===== src/rtl/ctbq_pkg.sv =====
package ctbq_pkg;

   localparam int COORD_W    = 24;
   localparam int SIZE_W     = 23;
   localparam int KIND_W     = 8;
   localparam int TAG_W      = 16;

   localparam int OP_W       = 2;
   localparam logic [OP_W-1:0] OP_CLEAR = 2'd0;
   localparam logic [OP_W-1:0] OP_ADD   = 2'd1;
   localparam logic [OP_W-1:0] OP_QUERY = 2'd2;

   // stored box, first request field in the low bits
   typedef struct packed {
      logic [TAG_W-1:0]   tag;
      logic [KIND_W-1:0]  kind;
      logic [SIZE_W-1:0]  size_z;
      logic [SIZE_W-1:0]  size_y;
      logic [SIZE_W-1:0]  size_x;
      logic [COORD_W-1:0] center_z;
      logic [COORD_W-1:0] center_y;
      logic [COORD_W-1:0] center_x;
   } ctbq_box_type;

   localparam int BOX_W      = $bits(ctbq_box_type);
   localparam int RADIUS_LSB = BOX_W;
   localparam int HEIGHT_LSB = BOX_W + SIZE_W;
   localparam int REQ_BITS   = BOX_W + 2 * SIZE_W;
   localparam int REQ_DATA_W = ((REQ_BITS + 7) / 8) * 8;
   localparam int RSP_DATA_W = ((BOX_W + 7) / 8) * 8;
   localparam int RSP_USER_W = 2;

   // Q.1 working widths
   localparam int QW    = 27;
   localparam int SQ_W  = 51;
   localparam int SUM_W = 52;
   localparam int RSQ_W = 48;

   typedef enum logic [1:0] {
      ST_IDLE,
      ST_SCAN,
      ST_FINISH
   } ctbq_state_type;

   typedef struct packed {
      logic accept;
      logic clear;
      logic add;
      logic query;
      logic scan;
      logic load_out;
   } ctbq_cmd_type;

   typedef struct packed {
      logic hit;
      logic drained;
   } ctbq_status_type;

endpackage


===== src/rtl/ctbq_ctrl.sv =====
module ctbq_ctrl (
   input  logic                          clock,
   input  logic                          reset,
   input  logic                          req_tvalid,
   output logic                          req_tready,
   input  logic [ctbq_pkg::OP_W-1:0]     req_tuser,
   output logic                          rsp_tvalid,
   input  logic                          rsp_tready,
   output ctbq_pkg::ctbq_cmd_type        cmd,
   input  ctbq_pkg::ctbq_status_type     status
);

   import ctbq_pkg::*;

   ctbq_state_type state_ff, state_in;
   logic           rsp_valid_ff, rsp_valid_in;
   logic           slot_free;

   assign slot_free = !rsp_valid_ff || rsp_tready;

   always_comb begin
      state_in = state_ff;
      unique case (state_ff)
         ST_IDLE: begin
            if (req_tvalid) begin
               state_in = (req_tuser == OP_QUERY) ? ST_SCAN : ST_FINISH;
            end
         end
         ST_SCAN: begin
            if (status.hit || status.drained) begin
               state_in = ST_FINISH;
            end
         end
         ST_FINISH: begin
            if (slot_free) begin
               state_in = ST_IDLE;
            end
         end
         default: state_in = ST_IDLE;
      endcase
   end

   always_comb begin
      req_tready = 1'b0;
      cmd        = '0;
      unique case (state_ff)
         ST_IDLE: begin
            req_tready = 1'b1;
            cmd.accept = req_tvalid;
            unique case (req_tuser)
               OP_CLEAR: cmd.clear = req_tvalid;
               OP_ADD:   cmd.add   = req_tvalid;
               OP_QUERY: cmd.query = req_tvalid;
               default: ;
            endcase
         end
         ST_SCAN:   cmd.scan     = 1'b1;
         ST_FINISH: cmd.load_out = slot_free;
         default: ;
      endcase
   end

   assign rsp_valid_in = cmd.load_out || (rsp_valid_ff && !rsp_tready);
   assign rsp_tvalid   = rsp_valid_ff;

   always_ff @(posedge clock) begin
      if (reset) begin
         state_ff     <= ST_IDLE;
         rsp_valid_ff <= 1'b0;
      end else begin
         state_ff     <= state_in;
         rsp_valid_ff <= rsp_valid_in;
      end
   end

endmodule


===== config.mk =====
export PLATFORM = sky130hd
export DESIGN_NAME = ctbq_ctrl
export DESIGN_NICKNAME = d
export VERILOG_FILES = /design/src/rtl/ctbq_pkg.sv /design/src/rtl/ctbq_ctrl.sv
export SDC_FILE = /design/constraint.sdc
export NUM_CORES = 1
export LEC_CHECK = 0
export ABC_AREA = 1
export BUFFER_PORTS_ARGS = -buffer_cell sky130_fd_sc_hd__buf_2
export CAP_MARGIN = 25
export CORE_AREA = 2 2 39 41
export DETAILED_ROUTE_END_ITERATION = 12
export DIE_AREA = 0 0 41 43
export PLACE_DENSITY_LB_ADDON = 0.05
export SETUP_SLACK_MARGIN = 0.3
export SLEW_MARGIN = 20
export SYNTH_ARGS = -nofsm -noshare
export SYNTH_HDL_FRONTEND = slang
export SYNTH_SLANG_ARGS = --single-unit

===== constraint.sdc =====
create_clock -name clock -period 0.9 [get_ports clock]
set_input_delay 0.045 -clock clock [delete_from_list [all_inputs] [get_ports clock]]
set_output_delay 0.045 -clock clock [all_outputs]
set_load 0.05 [all_outputs]

[Yosys cells after proc, flatten, opt, wreduce, memory -nomap -nowiden]
Index checks and enable logic that the tools add are counted.
W data, S select, Z words.
Word-level totals
  flip-flop bits (word level): 3
  word-level logic and storage cells: 30
  output and inout bits: 8
  bits of input ports: 8
Cells by class
  reductions and logical operators: 9
  eq/ne operators: 7
  muxes and demuxes: 12
Operators with widths (number)
  $mux W2: 4
  $mux W1: 6
  $ne A2 B2 Y1 const B: 3
  $pmux W2 S3: 1
  $eq A2 B1 Y1 const B: 2
  $eq A2 B2 Y1 const B: 2
  $logic_not A2 Y1: 2
  $mux W4: 1
  $logic_or A1 B1 Y1: 3
  $reduce_and A3 Y1: 1
  $logic_not A1 Y1: 2
  $logic_and A1 B1 Y1: 1

[Longest topological paths before layout]
Gate-level depths: netlist of run 1.
  word-level depth: 4
  mapped depth: 6
  gate-level depth less buffers: 6

[Worst setup path before layout of run 1]
Ideal clock, no wire load.
  path type: flip-flop to output port
  from: register state_ff[1]
  to: output cmd[3] in the netlist's numbering
  data required time: 855 ps
  buffers on the path: 0
  slack: -1495 ps
  stages on the path, launching flop included: 4
  data arrival time: 2350 ps
  cells stage by stage: dfxtp_1 > nor2_2 > inv_2 > nor4_1
RTL lines
  start: declaration: RTL line ctbq_ctrl.sv:15  | ctbq_state_type state_ff, state_in;
  start signal: assignment: RTL line ctbq_ctrl.sv:71  | state_ff <= state_in;
  end: declaration: RTL line ctbq_ctrl.sv:9  | output ctbq_pkg::ctbq_cmd_type cmd,

==> results.json, run 1 <==
{
  "status": "finished with violations",
  "violations": "negative setup slack",
  "yosysWarnings": 0,
  "power_density_nw_per_um2": 1250,
  "p_seq_share_pct": 21.9,
  "postRouteAntennaNets": 0,
  "hold_violations": 0,
  "tritoncts": "done",
  "mostFrequentLayoutCells": "buf_6, buf_2, nor2_4",
  "gp_congestion": 0.698,
  "min_path_type": "input pin to register",
  "routed_via_density": 3.86,
  "drcViolationCount": 0,
  "grt_pass1_vias": 283,
  "dp.cells": 67,
  "grt_usage_pct": 9.82,
  "synth_top_cell_by_area": "dfxtp_1",
  "p_sw_mw": 0.251,
  "synth_top_area_share_pct": 29.6,
  "cts_max_level": 1,
  "clockBufferDepth": 2,
  "vias": 286,
  "core_region_area_um2": 1380,
  "syn_nets": 40,
  "ios": 16,
  "critPathCaptureType": "output pin",
  "clock_latency_ns": 0.23,
  "hold_buffers": 0,
  "core.rowCount": 14,
  "die_h_um": 43,
  "antenna_found_initial": 0,
  "antenna_cells": 0,
  "worstPathArrival_ns": 1.13,
  "comb_power_share_pct": 42.8,
  "first_pass_iters": 4,
  "clk_pin_slew_ns": 0.04,
  "dp_hpwl_um": 519,
  "synth_cells": 32,
  "max_freq_mhz": 850,
  "wl_per_cell_um": 8.92,
  "cp_max_fo": 3,
  "ys_top_cells_by_area": "dfxtp_1, inv_1, nor2_1, a21oi_2, nand2_1",
  "drtIter0Drc": 7,
  "cp-start-kind": "register",
  "syn_area_um2": 203,
  "final_common_cell": "buf_6",
  "relSlewSlack_pct": 85.0,
  "final_layout_size_suffix_gt1_share_pct": 82.8,
  "power.share.clock_pct": 35.2,
  "leakage_nw": 0.254,
  "grt_pass1_wl_um": 1120,
  "critPathRequiredTime_ns": 0.85,
  "area_delta_synth_final_pct": 170,
  "root_buffer": "clkbuf_4",
  "power_mw": 0.682,
  "worstMarginPinSlew_ns": 0.223,
  "finalCritPeriodShare_pct": 131,
  "period_needed_ns": 1.18,
  "ys_ff_latch": 3,
  "worst_clock_skew_ns": 0.00134,
  "grt_max_degree": 5,
  "rsz0062_at_grt": "true",
  "switching_share_pct": 36.8,
  "synthDistinctLibCells": 12,
  "nNetsFinal": 67,
  "cts_buffers": 3,
  "slew_violations": 0,
  "grt_overflow": 0,
  "final.setup.worst_slack_ns": -0.276,
  "yosysSeqAreaShare_pct": 29.6,
  "die_w_um": 41,
  "fp.dieArea_um2": 1760,
  "numPortBuffers": 15,
  "stdcell_count": 74,
  "critPathKind": "register to output pin",
  "cts.sinks": 3,
  "setup_viol": 9,
  "routed_wl_um": 660,
  "drv_cap": 0,
  "avgSynthCellArea_um2": 6.33,
  "initial_utilization_pct": 14.6,
  "p_int_mw": 0.431,
  "ir_drop_uv": 440
}
==> worst max-delay path, cell delays in order (launching register included) <==
cell     delay, ns
dfxtp_2       0.33
nor2_4        0.15
inv_4         0.07
buf_6         0.12
nor2_4        0.08
buf_6         0.16
==> stage by stage <==
stage                     setup TNS (ns)  hold WS [ns]  instance area [um^2]  setup slack [ns]  utilization [%]
final                              -1.84        0.0109                   547            -0.276             39.5
after global routing               -2.34        0.0186                   547            -0.325             39.5
after CTS                          -2.10       0.00258                   526            -0.307             38.0
after detailed placement          -0.914         0.245                   402            -0.200             29.0
after global placement            -0.900         0.250                   402            -0.192             29.0
after floorplan                    -1.76         0.100                   277            -0.582                -
==> worst paths after layout <==
kind          startpoint  slack [ns]          end  cells after the start
min                reset        0.01  state_ff[0]                      2
min reg2reg   rsp_tvalid        0.60   rsp_tvalid                      4
max reg2reg  state_ff[0]       -0.21  state_ff[0]                      5
max          state_ff[0]       -0.28       cmd[5]                      5
==> registers in the layout (all words and copies together), names as in the netlist <==
register,flops
rsp_tvalid,1
state_ff,2
==> cell families (layout without fill, tap and decap cells) <==
group	Yosys count	count (layout)	share of synthesized area, %
buf+inv	9	35	16.7
simple gates	17	17	42.6
compound gates	3	3	11.1
flops	3	3	29.6
==> synth_stat cells (all sizes together) <==
| library cell | n |
|---|---|
| a21oi | 3 |
| nand2 | 7 |
| nand4 | 1 |
| nor2 | 7 |
| inv | 9 |
| dfxtp | 3 |
| nor4 | 2 |
==> layer usage <==
metal  vias to the layer above  global-route usage (%)  part of all wire, %
li1                        148                       -                    -
met1                       125                    9.90                   32
met2                        13                    15.0                   58
met3                         0                    5.24                   10
met4                         0                    6.00                    0
met5                         -                       0                    0
==> power groups by stage <==
stage / clock network (mW) / logic, mW / registers, mW
4_1_cts: 0.255 / 0.274 / 0.149
3_3_place_gp: 0 / 0.220 / 0.150
3_5_place_dp: 0 / 0.223 / 0.150
6_report: 0.241 / 0.292 / 0.150
5_1_grt: 0.256 / 0.310 / 0.151
2_1_floorplan: 0 / 0.146 / 0.160
==> what timing repair did <==
action / in CTS / in global routing
gates cloned: 0 / 0
endpoints found under the setup margin: 11 / 11
pin swaps: 8 / 4
resized for setup: 25 / 6
buffers inserted: 2 / 1
==> layout make-up <==
type,count,area (um^2)
Fill cell,148,837
Timing Repair Buffer,22,208
Multi-Input combinational cell,20,183
Sequential cell,3,66.3
Inverter,9,43.8
Clock buffer,4,26.3
Tap cell,16,20.0
(Power assumes the default switching activity.)
==> run 2, diff against run 1 <==
--- a/config.mk
+++ b/config.mk
@@ -5,7 +5,6 @@
 export SDC_FILE = /design/constraint.sdc
 export NUM_CORES = 1
 export LEC_CHECK = 0
-export ABC_AREA = 1
 export BUFFER_PORTS_ARGS = -buffer_cell sky130_fd_sc_hd__buf_2
 export CAP_MARGIN = 25
 export CORE_AREA = 2 2 39 41
==> run 2 against run 1 <==
Net effect: the flow finishes with violations (negative hold slack, negative setup slack); largest cell class unchanged; critical path depth down 2; largest power group unchanged; worst setup slack worse by 0.26 ns; global-route usage down 0.88 points; core utilization down 5.8 points; sequential power down 3%; critical path type unchanged; register-to-register slack worse by 0.19 ns; final cell count down 16%; sequential cell count unchanged.
==> results.json, run 2 <==
{
  "antenna_found_initial": 0,
  "critPathCaptureType": "output pin",
  "final_layout_size_suffix_gt1_share_pct": 76.1,
  "area_delta_synth_final_pct": 155,
  "ios": 16,
  "synth_top_family_by_area": "simple AND/OR/NAND/NOR gates",
  "critPathRequiredTime_ns": 0.85,
  "cp_max_fo": 5,
  "synthArstFlopShare_pct": 0,
  "grt_pass1_vias": 264,
  "power_density_nw_per_um2": 1380,
  "hold_violations": 1,
  "vias": 252,
  "initial_utilization_pct": 13.2,
  "synth_top_cell_by_area": "dfxtp_1",
  "core.rowCount": 14,
  "cts_buffers": 3,
  "relSlewSlack_pct": 90.0,
  "root_buffer": "clkbuf_4",
  "drcViolationCount": 0,
  "period_needed_ns": 1.44,
  "synth_flop_cell": "dfxtp_1",
  "cts_max_level": 1,
  "leakage_nw": 0.208,
  "path_cells": "or3b_4 > nor3b_4 > buf_6",
  "synth-edff-count": 0,
  "cp-start-kind": "register",
  "cpMaxStageDelayCell": "or3b_4",
  "antenna_cells": 0,
  "final.setup.worst_slack_ns": -0.537,
  "reg2reg_slack_ns": -0.40,
  "synth-xor-area-share_pct": 0,
  "synthDistinctLibCells": 17,
  "numPortBuffers": 15,
  "ir_drop_uv": 358,
  "slew_violations": 0,
  "critPathKind": "register to output pin",
  "ys_ff_latch": 3,
  "core_region_area_um2": 1380,
  "synth_compound_area_share_pct": 13.7,
  "ys_top_cells_by_area": "dfxtp_1, or2b_1, nor3b_2, nor2_1, or3b_4",
  "die_w_um": 41,
  "final_common_cell": "buf_2",
  "syn_area_um2": 183,
  "critPathTopFamily": "simple AND/OR/NAND/NOR gates",
  "grt_overflow": 0,
  "routed_via_density": 4.06,
  "tritoncts": "done",
  "yosysSeqAreaShare_pct": 32.9,
  "dp_hpwl_um": 461,
  "max_freq_mhz": 696,
  "clk_pin_slew_ns": 0.04,
  "synth_cells": 22,
  "routed_wl_um": 580,
  "synth_top_area_share_pct": 32.9,
  "regMostFlops": "state_ff",
  "postRouteAntennaNets": 0,
  "worstMarginPinSlew_ns": 0.150,
  "wl_per_cell_um": 9.35,
  "stdcell_count": 62,
  "power_mw": 0.644,
  "whs_ns": -0.0000591,
  "min_path_type": "input pin to register",
  "crit_buf_inv": 1,
  "cts.sinks": 3,
  "grt_pass1_wl_um": 993,
  "violations": "negative hold slack, negative setup slack",
  "rsz0062_at_grt": "true",
  "yosysWarnings": 0,
  "clock_latency_ns": 0.24,
  "avgSynthCellArea_um2": 8.30,
  "drv_cap": 0,
  "clockBufferDepth": 2,
  "synthMuxAreaShare_pct": 0,
  "nNetsFinal": 55,
  "grt_max_degree": 6,
  "finalCritPeriodShare_pct": 160,
  "status": "finished with violations",
  "grt_usage_pct": 8.94,
  "first_pass_iters": 1,
  "mostFrequentLayoutCells": "buf_2, buf_6, buf_8, buf_4, clkbuf_4",
  "synth-adder-area-share_pct": 0,
  "fp.dieArea_um2": 1760,
  "setup_viol": 9,
  "largest_reg_flops": 2,
  "cpPeakStageDelay_ns": 0.46,
  "gp_congestion": 0.638,
  "final_core_util_pct": 33.7,
  "ys_top_cells_by_count": "dfxtp_1, nor2_1, or2b_1",
  "worst_clock_skew_ns": 0.000245,
  "syn_nets": 30,
  "synth-simple-area-share_pct": 51.4,
  "die_h_um": 43,
  "drtIter0Drc": 0,
  "dp.cells": 55,
  "worstPathArrival_ns": 1.39
}
==> run 2: changes by cell type in the layout (fill, tap and decap cells not counted), sizes merged, moves of 2 or more <==
cell | previous run | this run
nand2 | 7 | 1
nor2 | 7 | 3
or2b | 0 | 2
a21oi | 3 | 1
buf | 22 | 20
nor3b | 0 | 2
nor4 | 2 | 0
inv | 9 | 0
==> run 2: kinds of logic after synthesis <==
group,count (synthesis)
compound gates,4
buf+inv,1
flops,3
simple gates,14
==> run 2: report_power, final <==
group | internal (mW) | switching, mW | total, mW | leakage, nW
registers | 0.141 | 0.00554 | 0.146 | 0.0256
logic | 0.114 | 0.138 | 0.252 | 0.168
clock network | 0.167 | 0.0793 | 0.246 | 0.0150
total | 0.422 | 0.223 | 0.644 | 0.208
==> run 2: cell type report <==
type                       instances  area (um^2)
tap                               16         20.0
multi-input combinational         18          166
sequential                         3         65.1
fill                             159          917
inverter                           1         7.51
timing repair buffer              20          181
clock buffer                       4         26.3
==> run 2: worst paths after layout <==
path,start,cells past startpoint,endpoint
worst max-delay path,state_ff[1],3,cmd[3]
worst min-delay path,reset,2,rsp_tvalid
worst max register to register,state_ff[1],4,state_ff[0]
worst min register to register,rsp_tvalid,2,rsp_tvalid
==> run 2: per-stage QoR <==
step / cell area (um^2) / setup slack (ns) / setup TNS (ns)
final: 467 / -0.537 / -3.28
after global routing: 467 / -0.592 / -3.74
after CTS: 430 / -0.552 / -3.06
after detailed placement: 335 / -0.367 / -1.85
after global placement: 335 / -0.349 / -1.79
after floorplan: 225 / -0.400 / -1.91
==> run 2: timing repair <==
item / CTS / global route
cloned: 0 / 0
pin swaps: 0 / 1
buffers inserted: 0 / 3
gates resized for setup: 21 / 4
endpoints found under the hold margin: 2 / 0
setup endpoints to repair: 11 / 11
==> run 2: metal layers <==
metal / global-route usage, % / vias up / share of wire, %
met4: 10.0 / 0 / 5.9
met5: 0 / - / 0
met3: 3.14 / 4 / 12
met2: 10.6 / 15 / 46
met1: 10.9 / 110 / 37
li1: - / 123 / -
==> run 3, diff against run 2 <==
--- a/config.mk
+++ b/config.mk
@@ -16,3 +16,4 @@
 export SYNTH_ARGS = -nofsm -noshare
 export SYNTH_HDL_FRONTEND = slang
 export SYNTH_SLANG_ARGS = --single-unit
+export TNS_END_PERCENT = 5
==> run 3 against run 2 <==
Net effect: the flow finishes with violations (negative setup slack); die area stayed put; critical path depth is the same; sequential cell count unchanged; combinational power fell by 17%; critical path type unchanged; highest routed layer unchanged.
==> results.json, run 3 (synthesis results as in run 2) <==
{
  "cpPeakStageDelay_ns": 0.45,
  "rr_startpoint": "state_ff[0]",
  "grt_overflow": 0,
  "final.setup.worst_slack_ns": -0.522,
  "critPathKind": "register to output pin",
  "crit_buf_inv": 1,
  "finalCritPeriodShare_pct": 158,
  "area_delta_synth_final_pct": 116,
  "clock_latency_ns": 0.23,
  "first_pass_iters": 1,
  "dpl_cell_area_um2": 317,
  "fillers": 167,
  "max_freq_mhz": 703,
  "leakage_nw": 0.172,
  "cp_num_cells": 3,
  "critPathTopFamily": "simple AND/OR/NAND/NOR gates",
  "dp_hpwl_um": 490,
  "vias": 228,
  "clockBufferDepth": 2,
  "power_mw": 0.596,
  "reg2reg_slack_ns": -0.30,
  "routed_wl_um": 588,
  "p_sw_mw": 0.206,
  "grt_pass1_vias": 263,
  "setup_viol": 9,
  "fp.dieArea_um2": 1760,
  "initial_utilization_pct": 13.2,
  "postLayoutCellArea_um2": 394,
  "place_ws_ns": -0.376,
  "postRouteAntennaNets": 0,
  "die_w_um": 41,
  "cts.sinks": 3,
  "dp.cells": 54,
  "path_cells": "or3b_4 > nor3b_4 > buf_6",
  "endpoint": "cmd[3]",
  "die_h_um": 43,
  "largest_reg_flops": 2,
  "grt_pass1_wl_um": 972,
  "p_seq_share_pct": 24.7,
  "cts_buffers": 3,
  "final_common_cell": "buf_6",
  "critPathRequiredTime_ns": 0.85,
  "stdcell_count": 58,
  "status": "finished with violations",
  "hold_buffers": 0,
  "antenna_found_initial": 0,
  "routed_via_density": 3.93,
  "ios": 16,
  "slew_violations": 0,
  "grt_max_degree": 6,
  "cp-startpoint": "state_ff[0]",
  "drtIter0Drc": 0,
  "drcViolationCount": 0,
  "worstReg2RegEnd": "state_ff[0]",
  "worstPathArrival_ns": 1.38,
  "relSlewSlack_pct": 87.8,
  "worst_clock_skew_ns": 0.00252,
  "numPortBuffers": 15,
  "wl_per_cell_um": 10.1,
  "worstMarginPinSlew_ns": 0.182,
  "drv_cap": 0,
  "tritoncts": "done",
  "grt_usage_pct": 8.43,
  "hold_violations": 0,
  "mostFrequentLayoutCells": "buf_6, buf_2, clkbuf_4",
  "whs_ns": 0.0111,
  "power.share.clock_pct": 40.2,
  "nNetsFinal": 51,
  "final_layout_size_suffix_gt1_share_pct": 66.7,
  "p_int_mw": 0.390,
  "critPathCaptureType": "output pin",
  "ir_drop_uv": 269,
  "clk_pin_slew_ns": 0.04,
  "comb_power_share_pct": 35.2,
  "rsz0062_at_grt": "true",
  "postCtsSetupBuffers": 0,
  "switching_share_pct": 34.6,
  "min_path_type": "input pin to register",
  "period_needed_ns": 1.42,
  "gp_congestion": 0.596,
  "antenna_cells": 0,
  "power_density_nw_per_um2": 1510,
  "core.rowCount": 14,
  "cts_max_level": 1,
  "cp_max_fo": 5,
  "core_region_area_um2": 1380,
  "violations": "negative setup slack",
  "cp-start-kind": "register",
  "reg2reg_depth": 4,
  "root_buffer": "clkbuf_4",
  "regMostFlops": "state_ff",
  "cpMaxStageDelayCell": "or3b_4"
}
## run 3: cell count changes in the layout (fill, tap and decap cells not counted), sizes merged
| cell | delta |
|---|---|
| buf | -4 |
## run 3: repair_timing
item,in CTS,in global routing
pin swaps,2,1
resized for setup,16,2
endpoints found under the hold margin,0,0
endpoints found under the setup margin,11,11
## run 3: power groups by stage
stage	logic, mW	clock network (mW)	registers [mW]
finish	0.210	0.240	0.147
global route	0.222	0.260	0.148
CTS	0.208	0.253	0.147
detailed placement	0.182	0	0.148
global placement	0.180	0	0.147
floorplan	0.122	0	0.157
## run 3: worst min-delay path by stage
stage          startpoint     endpoint  slack (ns)  depth (start not counted)
6_report            reset  state_ff[0]        0.01                          2
3_5_place_dp        reset   rsp_tvalid        0.26                          2
3_3_place_gp        reset   rsp_tvalid        0.26                          2
4_1_cts             reset   rsp_tvalid       0.008                          2
5_1_grt             reset   rsp_tvalid        0.02                          2
2_1_floorplan       reset   rsp_tvalid        0.11                          1
## run 3: metrics by stage
| step | setup TNS [ns] | util (%) |
|---|---|---|
| after floorplan | -2.30 | - |
| after global placement | -1.95 | 22.9 |
| after detailed placement | -2.05 | 22.9 |
| after CTS | -3.15 | 28.1 |
| after global routing | -3.50 | 28.5 |
| final | -3.08 | 28.5 |
## run 3: area by class of cell
class                           count  area (um^2)  share of cell area [%]
Tap cell                           16         20.0                    5.08
Sequential cell                     3         61.3                    15.6
Multi-Input combinational cell     18          146                    37.1
Timing Repair Buffer               16          133                    33.7
Clock buffer                        4         26.3                    6.67
Inverter                            1         7.51                    1.90
## run 3: per-layer routing
layer	share of wire (%)	GRT usage (%)	wire, um
met5	0	0	0
met4	1.2	8.00	7
met3	11	2.09	64
met2	47	13.1	278
met1	40	8.33	238
## run 3: worst register-to-register path, stage by stage (launching register included)
cell and delay [ns]:
dfxtp_2 0.31, buf_4 0.13, or2b_1 0.25, or2_1 0.23, nor3b_2 0.16
